**src/sv/ssfmt_pkg.sv**
```systemverilog
// Package for the seven-segment triple number formatter.
// Holds widths, the digit-to-segment table and the decimal split helpers.
// It depends on nothing; every module of the block imports it.
`default_nettype none

package ssfmt_pkg;

    localparam int NUM_POSITIONS = 16;
    localparam int NUM_DIGITS    = NUM_POSITIONS / 2;
    localparam int POS_W         = $clog2(NUM_POSITIONS);

    localparam int LEFT_W   = 8;
    localparam int CENTER_W = 10;
    localparam int RIGHT_W  = 10;
    localparam int RING_W   = 3;
    localparam int SEG_W    = 8;

    localparam int IN_BITS      = LEFT_W + CENTER_W + RIGHT_W + RING_W + 2;
    localparam int IN_TDATA_W   = ((IN_BITS + 7) / 8) * 8;
    localparam int OUT_BITS     = POS_W + SEG_W;
    localparam int OUT_TDATA_W  = ((OUT_BITS + 7) / 8) * 8;

    localparam logic [LEFT_W-1:0]   LEFT_MAX   = LEFT_W'(99);
    localparam logic [CENTER_W-1:0] CENTER_MAX = CENTER_W'(999);
    localparam logic [RIGHT_W-1:0]  RIGHT_MAX  = RIGHT_W'(999);
    localparam logic [SEG_W-1:0]    SEG_DP     = 8'h80;
    localparam logic [SEG_W-1:0]    SEG_BLANK  = 8'h00;

    typedef logic [3:0]       digit_t;
    typedef logic [SEG_W-1:0] seg_t;
    typedef seg_t [NUM_DIGITS-1:0] codes_t;

    // Hundreds digit and the remainder below one hundred.
    typedef struct packed {
        digit_t     hund;
        logic [6:0] rem;
    } hsplit_t;

    typedef struct packed {
        digit_t tens;
        digit_t units;
    } tsplit_t;

    // Controls handed from the sequencer to every cell of the chain.
    typedef struct packed {
        logic load;
        logic shift;
    } chain_ctrl_t;

    function automatic seg_t seg_code(input digit_t d);
        seg_t s;
        unique case (d)
            4'd0:    s = 8'h3f;
            4'd1:    s = 8'h06;
            4'd2:    s = 8'h5b;
            4'd3:    s = 8'h4f;
            4'd4:    s = 8'h66;
            4'd5:    s = 8'h6d;
            4'd6:    s = 8'h7d;
            4'd7:    s = 8'h27;
            4'd8:    s = 8'h7f;
            4'd9:    s = 8'h6f;
            default: s = SEG_BLANK;
        endcase
        return s;
    endfunction

    // Values up to 1023; the caller has already replaced values above 999 with zero.
    function automatic hsplit_t split_hundreds(input logic [9:0] v);
        hsplit_t    r;
        logic [9:0] base;
        r.hund = '0;
        base   = '0;
        for (int k = 1; k <= 9; k++) begin
            if (v >= 10'(k * 100)) begin
                r.hund = 4'(k);
                base   = 10'(k * 100);
            end
        end
        r.rem = 7'(v - base);
        return r;
    endfunction

    // Values below one hundred.
    function automatic tsplit_t split_tens(input logic [6:0] v);
        tsplit_t    r;
        logic [6:0] base;
        r.tens = '0;
        base   = '0;
        for (int k = 1; k <= 9; k++) begin
            if (v >= 7'(k * 10)) begin
                r.tens = 4'(k);
                base   = 7'(k * 10);
            end
        end
        r.units = 4'(v - base);
        return r;
    endfunction

endpackage

`default_nettype wire

```
**src/sv/ssfmt_split.sv**
```systemverilog
// Front stage of the formatter: holds one accepted item, out-of-range values zeroed, split.
// Produces the eight digit codes with blanking and decimal points applied.
// Depends on ssfmt_pkg.
`default_nettype none

module ssfmt_split (
    input  wire logic                          aclk,
    input  wire logic                          aresetn,
    input  wire logic                          in_valid,
    output logic                               in_ready,
    input  wire logic [ssfmt_pkg::LEFT_W-1:0]   left_value,
    input  wire logic [ssfmt_pkg::CENTER_W-1:0] center_value,
    input  wire logic [ssfmt_pkg::RIGHT_W-1:0]  right_value,
    input  wire logic [ssfmt_pkg::RING_W-1:0]   ring_level,
    input  wire logic                          right_indicator,
    input  wire logic                          left_indicator,
    output logic                               out_valid,
    input  wire logic                          out_take,
    output ssfmt_pkg::codes_t                  out_codes
);
    import ssfmt_pkg::*;

    logic          valid_reg, valid_next;
    logic [6:0]    left_reg;
    hsplit_t       center_reg, right_reg;
    logic [RING_W-1:0] ring_reg;
    logic          rind_reg, lind_reg;

    logic [CENTER_W-1:0] center_clamped;
    logic [RIGHT_W-1:0]  right_clamped;
    logic [6:0]          left_clamped;
    logic                accept;

    tsplit_t center_t, right_t, left_t;
    logic    center_h_blank, right_h_blank;

    assign in_ready  = !valid_reg || out_take;
    assign accept    = in_valid && in_ready;
    assign out_valid = valid_reg;

    assign center_clamped = (center_value > CENTER_MAX) ? '0 : center_value;
    assign right_clamped  = (right_value > RIGHT_MAX) ? '0 : right_value;
    assign left_clamped   = (left_value > LEFT_MAX) ? '0 : left_value[6:0];

    always_comb begin
        priority if (accept) begin
            valid_next = 1'b1;
        end else if (out_take) begin
            valid_next = 1'b0;
        end else begin
            valid_next = valid_reg;
        end
    end

    always_ff @(posedge aclk) begin
        if (!aresetn) begin
            valid_reg <= 1'b0;
        end else begin
            valid_reg <= valid_next;
        end
    end

    always_ff @(posedge aclk) begin
        if (accept) begin
            left_reg   <= left_clamped;
            center_reg <= split_hundreds(center_clamped);
            right_reg  <= split_hundreds(right_clamped);
            ring_reg   <= ring_level;
            rind_reg   <= right_indicator;
            lind_reg   <= left_indicator;
        end
    end

    assign center_t      = split_tens(center_reg.rem);
    assign right_t       = split_tens(right_reg.rem);
    assign left_t        = split_tens(left_reg);
    assign center_h_blank = (center_reg.hund == 4'd0);
    assign right_h_blank  = (right_reg.hund == 4'd0);

    // A leading digit is blanked while every digit above it is zero too.
    always_comb begin
        out_codes[0] = center_h_blank ? SEG_BLANK : seg_code(center_reg.hund);
        out_codes[1] = (center_h_blank && center_t.tens == 4'd0) ?
                       SEG_BLANK : seg_code(center_t.tens);
        out_codes[2] = seg_code(center_t.units);
        out_codes[3] = (left_t.tens == 4'd0) ? SEG_BLANK : seg_code(left_t.tens);
        out_codes[4] = seg_code(left_t.units);
        out_codes[5] = right_h_blank ? SEG_BLANK : seg_code(right_reg.hund);
        out_codes[6] = (right_h_blank && right_t.tens == 4'd0) ?
                       SEG_BLANK : seg_code(right_t.tens);
        out_codes[7] = seg_code(right_t.units);

        for (int k = 0; k < 6; k++) begin
            if (ring_reg > RING_W'(k)) begin
                out_codes[k] = out_codes[k] | SEG_DP;
            end
        end
        if (rind_reg) begin
            out_codes[6] = out_codes[6] | SEG_DP;
        end
        if (lind_reg) begin
            out_codes[7] = out_codes[7] | SEG_DP;
        end
    end

endmodule

`default_nettype wire

```
**src/sv/ssfmt_cell.sv**
```systemverilog
// One cell of the output chain: holds the segment code of one display digit.
// Loads in parallel or takes its neighbor's code on a shift. Depends on ssfmt_pkg.
`default_nettype none

module ssfmt_cell (
    input  wire logic                   aclk,
    input  wire ssfmt_pkg::chain_ctrl_t ctrl,
    input  wire ssfmt_pkg::seg_t        load_code,
    input  wire ssfmt_pkg::seg_t        shift_in,
    output ssfmt_pkg::seg_t             code
);
    import ssfmt_pkg::*;

    seg_t code_reg, code_next;

    always_comb begin
        priority if (ctrl.load) begin
            code_next = load_code;
        end else if (ctrl.shift) begin
            code_next = shift_in;
        end else begin
            code_next = code_reg;
        end
    end

    always_ff @(posedge aclk) begin
        code_reg <= code_next;
    end

    assign code = code_reg;

endmodule

`default_nettype wire

```
**src/sv/seven_segment_triple_number_formatter.sv**
```systemverilog
// Seven-segment triple number formatter, top level; uses ssfmt_pkg,
// ssfmt_split (front stage) and ssfmt_cell (output chain).
// With the chain idle, an accepted item is first registered in the front stage and then
// loaded into the chain cells, where cell 0 presents its first result.
// Each item gives sixteen results on the single result channel, one per cycle while
// m_tready is high; the front stage can take the next item while these shift out.
// Reset (aresetn low at a clock edge) empties the front stage and the chain.
`default_nettype none

module seven_segment_triple_number_formatter (
    input  wire logic                               aclk,
    input  wire logic                               aresetn,
    // Input items.
    input  wire logic                               s_tvalid,
    output logic                                    s_tready,
    // Fields from bit 0 up: left_value[7:0], center_value[9:0], right_value[9:0],
    // ring_level[2:0], right_indicator, left_indicator, zero fill.
    input  wire logic [ssfmt_pkg::IN_TDATA_W-1:0]   s_tdata,
    // Result items.
    output logic                                    m_tvalid,
    input  wire logic                               m_tready,
    // Fields from bit 0 up: position[3:0], segments[7:0], zero fill.
    output logic [ssfmt_pkg::OUT_TDATA_W-1:0]       m_tdata,
    output logic                                    m_tlast
);
    import ssfmt_pkg::*;

    // Unpacked view of the input item.
    logic [LEFT_W-1:0]   left_value;
    logic [CENTER_W-1:0] center_value;
    logic [RIGHT_W-1:0]  right_value;
    logic [RING_W-1:0]   ring_level;
    logic                right_indicator;
    logic                left_indicator;

    localparam int CENTER_LSB = LEFT_W;
    localparam int RIGHT_LSB  = CENTER_LSB + CENTER_W;
    localparam int RING_LSB   = RIGHT_LSB + RIGHT_W;
    localparam int RIND_BIT   = RING_LSB + RING_W;
    localparam int LIND_BIT   = RIND_BIT + 1;

    assign left_value      = s_tdata[LEFT_W-1:0];
    assign center_value    = s_tdata[RIGHT_LSB-1:CENTER_LSB];
    assign right_value     = s_tdata[RING_LSB-1:RIGHT_LSB];
    assign ring_level      = s_tdata[RIND_BIT-1:RING_LSB];
    assign right_indicator = s_tdata[RIND_BIT];
    assign left_indicator  = s_tdata[LIND_BIT];

    // The front stage holds the next item while the chain still shifts out the
    // current one, so the input side only waits once an item is already held there.
    logic   split_valid;
    logic   split_take;
    codes_t split_codes;

    ssfmt_split u_split (
        .aclk            (aclk),
        .aresetn         (aresetn),
        .in_valid        (s_tvalid),
        .in_ready        (s_tready),
        .left_value      (left_value),
        .center_value    (center_value),
        .right_value     (right_value),
        .ring_level      (ring_level),
        .right_indicator (right_indicator),
        .left_indicator  (left_indicator),
        .out_valid       (split_valid),
        .out_take        (split_take),
        .out_codes       (split_codes)
    );

    // Sequencer for the chain. Cell 0 always drives the result; every digit is
    // shown on two positions, so the chain moves one cell on each odd position but the last.
    logic             busy_reg, busy_next;
    logic [POS_W-1:0] pos_reg, pos_next;
    logic             out_hs;
    logic             last_pos;
    logic             chain_free;
    chain_ctrl_t      ctrl;

    assign out_hs     = busy_reg && m_tready;
    assign last_pos   = (pos_reg == POS_W'(NUM_POSITIONS - 1));
    assign chain_free = !busy_reg || (out_hs && last_pos);
    assign split_take = split_valid && chain_free;

    always_comb begin
        ctrl.load  = split_take;
        ctrl.shift = out_hs && pos_reg[0] && !last_pos;
    end

    always_comb begin
        priority if (ctrl.load) begin
            busy_next = 1'b1;
            pos_next  = '0;
        end else if (out_hs) begin
            busy_next = !last_pos;
            pos_next  = pos_reg + POS_W'(1);
        end else begin
            busy_next = busy_reg;
            pos_next  = pos_reg;
        end
    end

    always_ff @(posedge aclk) begin
        if (!aresetn) begin
            busy_reg <= 1'b0;
            pos_reg  <= '0;
        end else begin
            busy_reg <= busy_next;
            pos_reg  <= pos_next;
        end
    end

    // The chain of cells; the last cell takes a blank code on a shift.
    seg_t cell_code [NUM_DIGITS];

    for (genvar i = 0; i < NUM_DIGITS; i++) begin : g_cell
        seg_t shift_in;
        if (i == NUM_DIGITS - 1) begin : g_end
            assign shift_in = SEG_BLANK;
        end else begin : g_mid
            assign shift_in = cell_code[i+1];
        end
        ssfmt_cell u_cell (
            .aclk      (aclk),
            .ctrl      (ctrl),
            .load_code (split_codes[i]),
            .shift_in  (shift_in),
            .code      (cell_code[i])
        );
    end

    assign m_tvalid = busy_reg;
    assign m_tlast  = last_pos;
    assign m_tdata  = {(OUT_TDATA_W - OUT_BITS)'(0), cell_code[0], pos_reg};

    // A load always restarts the position count with the chain marked busy.
    a_load_restarts: assert property (@(posedge aclk) disable iff (!aresetn)
        ctrl.load |=> (busy_reg && pos_reg == '0))
        else $error("chain load did not restart at position zero");

    // On an odd position that is not the last, the next digit moves into cell 0.
    a_shift_moves: assert property (@(posedge aclk) disable iff (!aresetn)
        (out_hs && pos_reg[0] && !last_pos) |=> (cell_code[0] == $past(cell_code[1])))
        else $error("chain did not advance to the next digit");

    // An even position repeats the same digit code on the following position.
    a_even_repeats: assert property (@(posedge aclk) disable iff (!aresetn)
        (out_hs && !pos_reg[0]) |=> (m_tvalid && $stable(cell_code[0])))
        else $error("digit was not repeated on its second position");

    // While the front stage is empty, s_tready is always high, so an offered item is taken.
    a_front_open: assert property (@(posedge aclk) disable iff (!aresetn)
        !split_valid |-> s_tready)
        else $error("front stage refused an item while empty");

    // The run only ends after the last position has been taken.
    a_run_end: assert property (@(posedge aclk) disable iff (!aresetn)
        (busy_reg && !busy_next) |-> (out_hs && last_pos))
        else $error("run ended before the last position");

endmodule

`default_nettype wire
```
**config.mk**
```make
export PLATFORM = sky130hd
export DESIGN_NAME = seven_segment_triple_number_formatter
export DESIGN_NICKNAME = d
export VERILOG_FILES = /design/src/sv/ssfmt_pkg.sv /design/src/sv/ssfmt_split.sv /design/src/sv/ssfmt_cell.sv /design/src/sv/seven_segment_triple_number_formatter.sv
export SDC_FILE = /design/constraint.sdc
export NUM_CORES = 1
export LEC_CHECK = 0
export BUFFER_PORTS_ARGS = -buffer_cell sky130_fd_sc_hd__buf_2
export CORE_ASPECT_RATIO = 1.5
export CORE_MARGIN = 2
export CORE_UTILIZATION = 60
export CTS_CLUSTER_SIZE = 28
export DETAILED_ROUTE_END_ITERATION = 8
export GPL_ROUTABILITY_DRIVEN = 0
export GPL_TIMING_DRIVEN = 0
export PLACE_DENSITY_LB_ADDON = 0.05
export SLEW_MARGIN = 20
export SYNTH_ARGS = -nofsm -noshare
export SYNTH_HDL_FRONTEND = slang
export SYNTH_SLANG_ARGS = --single-unit
export TNS_END_PERCENT = 100
```
**constraint.sdc**
```tcl
create_clock -name aclk -period 10.6 [get_ports aclk]
set_input_delay 3.18 -clock aclk [delete_from_list [all_inputs] [get_ports aclk]]
set_output_delay 3.18 -clock aclk [all_outputs]
set_load 0.02 [all_outputs]
```
# Word-level counts from Yosys, hierarchy flattened
# Memories as Yosys holds them, arrays and structs flattened.
# Index checks and enable logic that the tools add are counted.
# W data, S select, Z words.
[word_totals]
regBits = 104
romBits = 896
out_inout_bits = 19
word_cells = 240
memories = 8
[op_classes]
n_addsub = 6
n_lt_le_gt_ge = 54
n_eq_ne = 1
muxes = 125
bitwise_logic = 1
n_reduce_logical = 24
[mem_list]
columns = ["name", "words", "word_bits", "read_ports", "rd_clocked_by_memory_dff", "write_ports", "line", "rtl"]
rows = [
  ["(no name shown)", 16, 7, 1, 0, 0, "ssfmt_pkg.sv:52", "unique case (d)"],
  ["(no name shown)", 16, 7, 1, 0, 0, "ssfmt_pkg.sv:52", ""],
  ["(no name shown)", 16, 7, 1, 0, 0, "ssfmt_pkg.sv:52", ""],
  ["(no name shown)", 16, 7, 1, 0, 0, "ssfmt_pkg.sv:52", ""],
  ["(no name shown)", 16, 7, 1, 0, 0, "ssfmt_pkg.sv:52", ""],
  ["(no name shown)", 16, 7, 1, 0, 0, "ssfmt_pkg.sv:52", ""],
  ["+2 memories", "--", "--", "--", "--", "--", "--", ""],
]
[ops]
columns = ["op", "n"]
rows = [
  ["$mux W8", 29],
  ["$mux W7", 20],
  ["$mux W4", 33],
  ["$ge A10 B10 Y1 const B", 8],
  ["$ge A7 B6 Y1 const B", 9],
  ["$ge A7 B7 Y1 const B", 9],
  ["$ge A10 B9 Y1 const B", 6],
  ["$mux W3", 20],
  ["$ge A7 B5 Y1 const B", 6],
  ["$ge A7 B4 Y1 const B", 3],
  ["$ge A10 B7 Y1 const B", 2],
  ["$ge A10 B8 Y1 const B", 2],
  ["$gt A10 B10 Y1 const B", 2],
  ["$logic_not A4 Y1", 5],
  ["$mux W10", 2],
  ["$mux W2", 10],
  ["$sub A7 B7 Y7", 2],
  ["$sub A4 B4 Y4", 3],
  ["$mux W1", 11],
  ["$gt A8 B7 Y1 const B", 1],
  ["$logic_and A1 B1 Y1", 8],
  ["$gt A3 B1 Y1 const B", 2],
  ["$gt A3 B2 Y1 const B", 2],
  ["$gt A3 B3 Y1 const B", 2],
  ["7 further kinds", 14],
]

# Longest topological paths before layout
[logic_depth]
depth_word = 15
depth_mapped = 15
ltp_nobuf = 14

# Modules after synthesis
# A second synthesis with hierarchy kept.
[unflattened]
cells_unflattened = 790
area_unflattened_um2 = 8085.3
[by_module_without_submodules]
columns = ["mod", "n_inst", "cells_each", "area_each_um2", "seq_area_each_um2"]
rows = [
  ["ssfmt_split", 1, 612, 4787.1, 1041.0],
  ["ssfmt_cell", 8, 18, 377.9, 240.2],
  ["seven_segment_triple_number_formatter", 1, 34, 275.3, 100.1],
]

# Worst setup path after synthesis
# Ideal clock, no wire load.
[synth_path]
path_kind = "input-to-reg"
start = "in m_tready"
end = "reg g_cell[0].u_cell.code_reg[0] (enable)"
setup_time_ps = 574
arrival_ps = 7794
required_ps = 10026
path_slack_ps = 2231
stages = 2
n_path_buf = 0
path_cell_list = "nand3_1 -> o21ai_0"
[synth_between]
elab_chain_len = 5
elab_cells_between_ends = 7
[synth_lines]
columns = ["element", "line", "rtl"]
rows = [
  ["start, declared", "seven_segment_triple_number_formatter.sv:21", "input wire logic m_tready,"],
  ["$logic_and A1 B1 Y1 (*)", "seven_segment_triple_number_formatter.sv:80", "assign out_hs = busy_reg && m_tready;"],
  ["$logic_and A1 B1 Y1", "seven_segment_triple_number_formatter.sv:82", "assign chain_free = !busy_reg || (out_hs && last_pos);"],
  ["$logic_or A1 B1 Y1", "seven_segment_triple_number_formatter.sv:82", ""],
  ["$logic_and A1 B1 Y1", "seven_segment_triple_number_formatter.sv:83", "assign split_take = split_valid && chain_free;"],
  ["$reduce_bool A2 Y1 (no line) (*)", "--", ""],
  ["end signal, assigned", "ssfmt_cell.sv:27", "code_reg <= code_next;"],
  ["end, declared", "ssfmt_cell.sv:14", "seg_t code_reg, code_next;"],
]
# Mark *: on every way between the ends. The rest lies on a longest branch, timed or not.
# A chain may end at the register's enable or synchronous reset.

# Worst setup path in the final report
[layout_path]
start = "in m_tready"
end = "out s_tready"
[layout_between]
elab_chain_len = 5
[layout_lines]
columns = ["element", "line", "rtl"]
rows = [
  ["$logic_and A1 B1 Y1", "seven_segment_triple_number_formatter.sv:80", ""],
  ["$logic_and A1 B1 Y1", "seven_segment_triple_number_formatter.sv:82", ""],
  ["$logic_or A1 B1 Y1", "seven_segment_triple_number_formatter.sv:82", ""],
  ["$logic_and A1 B1 Y1", "seven_segment_triple_number_formatter.sv:83", ""],
  ["$logic_or A1 B1 Y1", "ssfmt_split.sv:37", "assign in_ready = !valid_reg || out_take;"],
  ["end, declared", "seven_segment_triple_number_formatter.sv:15", "output logic s_tready,"],
]
# No other way between the ends.

==> results.json <==
{
  "avgSynthCellArea_um2": 9.24,
  "clock_skew_ns": 0.0121,
  "antenna_found_initial": 0,
  "area_growth_pct": 11.3,
  "cts.htree.levels": 3,
  "placed_cell_area_um2": 7960,
  "overflow": 0,
  "cts_max_path_buffers": 2,
  "drt_pass1_iterations": 7,
  "netlist_instances": 804,
  "endpoint_kind": "output pin",
  "drive_above_1_share_pct": 12.6,
  "drv_cap": 0,
  "cts_hold_buf": 0,
  "async_flop_share_pct": 0,
  "clk_pin_slew_worst_paths_ns": 0.07,
  "max_freq_mhz": 139,
  "drc": 0,
  "cts-root-buf": "clkbuf_16",
  "cp.required_ns": 7.42,
  "leakage_nw": 3.34,
  "ys_warn_count": 0,
  "ir_worst_vdd_v": 0.000102,
  "wl_um": 16900,
  "n_fill_cell": 977,
  "synth_cell_types": 76,
  "worstSetupPathType": "input port to output pin",
  "status": "completed",
  "synth-edff-count": 98,
  "fin_crit_ns": 7.19,
  "rsz0062_at_grt": "no",
  "ant_nets": 0,
  "grt_max_degree": 25,
  "grt_pass1_vias": 6085,
  "portBuffers": 46,
  "design_area_um2": 8260,
  "cts_buffers": 9,
  "hold_violations": 0,
  "dp_hpwl_um": 12800,
  "core_um2": 12000,
  "finalSetupViolations": 0,
  "cts_setup_buffers": 0,
  "fin_crit_sh_pct": 67.9,
  "final_cell_mix": "edfxtp_1 (98), nand2_1 (87), buf_2 (67)",
  "synthFlopType": "edfxtp_1",
  "cp-startpoint": "m_tready",
  "ios": 63,
  "slew_headroom_pct": 48.8,
  "critPathLaunchType": "input port",
  "cp_max_fo": 5,
  "antenna_cells": 0,
  "ys_ff_latch": 104,
  "report.final.slew_viol_count": 0,
  "hp-start": "pos_reg[1]",
  "initial_core_util_pct": 61.8,
  "cts_tree": "built",
  "grt_pass1_wl_um": 27900,
  "r2r_start": "u_split.left_reg[3]",
  "hold_path_class": "flip-flop to flip-flop",
  "setup_tns_ns": 0,
  "ys_seq_area_share_pct": 41.2,
  "cts_resized": 0,
  "numClockSinks": 104,
  "die_w_um": 94.8,
  "dieArea_um2": 13300,
  "worst_pin_slew_ns": 0.765,
  "first_iter_violations": 395,
  "arrival_ns": 4.01,
  "clock_latency_ns": 0.36,
  "vias": 6158,
  "vias_per_cell": 6.01,
  "wl_per_cell_um": 16.5,
  "nets": 967,
  "grt_usage_pct": 26.5,
  "row_count": 49,
  "mostFrequentLayoutCell": "edfxtp_1",
  "die_height_um": 140,
  "p_per_area_nw_per_um2": 161,
  "largest_reg_flops": 64,
  "synthesis.area_um2": 7430
}
[final cells by class]
type	instances	area, µm²	share of cell area [%]
timing repair buffer	49	313	3.79
clock buffer	9	225	2.73
inverter	50	188	2.27
multi-input combinational	600	3960	47.9
sequential	104	3060	37.1
tap	153	191	2.32
clock inverter	7	72.6	0.878
buffer	53	248	3.00
[worst max-delay path, stage by stage]
cell and delay [ns]:
buf_2 0.13, a21boi_1 0.39, nand2_1 0.13, buf_2 0.18
[metal layers]
layer / track usage [%] / up-vias / share of wire, %
met4: 13.0 / 0 / 3.7
li1: - / 3018 / -
met2: 48.7 / 163 / 55
met3: 4.03 / 38 / 3.3
met1: 29.0 / 2939 / 38
met5: 0 / - / 0
[worst paths after layout]
check,to,slack [ns],depth (start not counted)
worst max-delay path,s_tready,3.41,4
worst min-delay path,pos_reg[1],0.51,2
worst max register to register,g_cell[4].u_cell.code[5],6.75,14
worst min register to register,pos_reg[1],0.51,2
[cells by family after synthesis]
logic type / after synthesis / synth area share [%]
xor+xnor: 19 / 2.59
other cells: 1 / 0.0505
simple gates: 294 / 19.7
mux: 10 / 1.40
flops: 104 / 41.2
buf+inv: 103 / 5.86
compound gates: 215 / 19.0
fa+ha+maj: 58 / 10.1
[synthesized netlist by cell type, types with 5 or more instances]
cell       n  area share [%]
edfxtp_1  98              40
nand2_1   87             4.4
nor2_1    63             3.2
o21ai_0   61             4.1
ha_1      52             8.8
inv_1     50             2.5
a21oi_1   43             2.9
nand2b_1  30             2.5
clkbuf_1  26             1.3
nor3_1    24             1.6
buf_2     21             1.4
and2_1    20             1.7
nand3_1   16             1.1
nor2b_1   14             1.2
a31oi_1   13             1.1
xnor2_1   12             1.4
a21o_1    10             1.0
or3_1      8            0.67
a211oi_1   7            0.71
mux2i_1    7            0.94
o31ai_1    7            0.71
dfxtp_1    6             1.6
o21a_1     6            0.61
a22o_1     5            0.59
nand3b_1   5            0.51
o311ai_1   5            0.59
xor2_1     5            0.59
[metrics by stage]
step                setup WS (ns)  instances  hold WS [ns]  total power [mW]  utilization [%]
floorplan                    2.23        807         0.484             0.886                -
global placement            0.384       1006         0.476             0.975             65.4
detailed placement           3.41       1009         0.506             0.999             66.3
CTS                          3.41       1025         0.520              1.33             68.8
global route                 3.32       1025         0.547              1.41             68.8
finish                       3.41       1025         0.510              1.33             68.8
[where the power goes]
group	total (mW)	internal, mW	switching [mW]
Clock	0.331	0.167	0.165
Combinational	0.476	0.188	0.288
Sequential	0.521	0.499	0.0220
Total	1.33	0.854	0.475
Note: power is estimated with default switching activity, not from simulation.
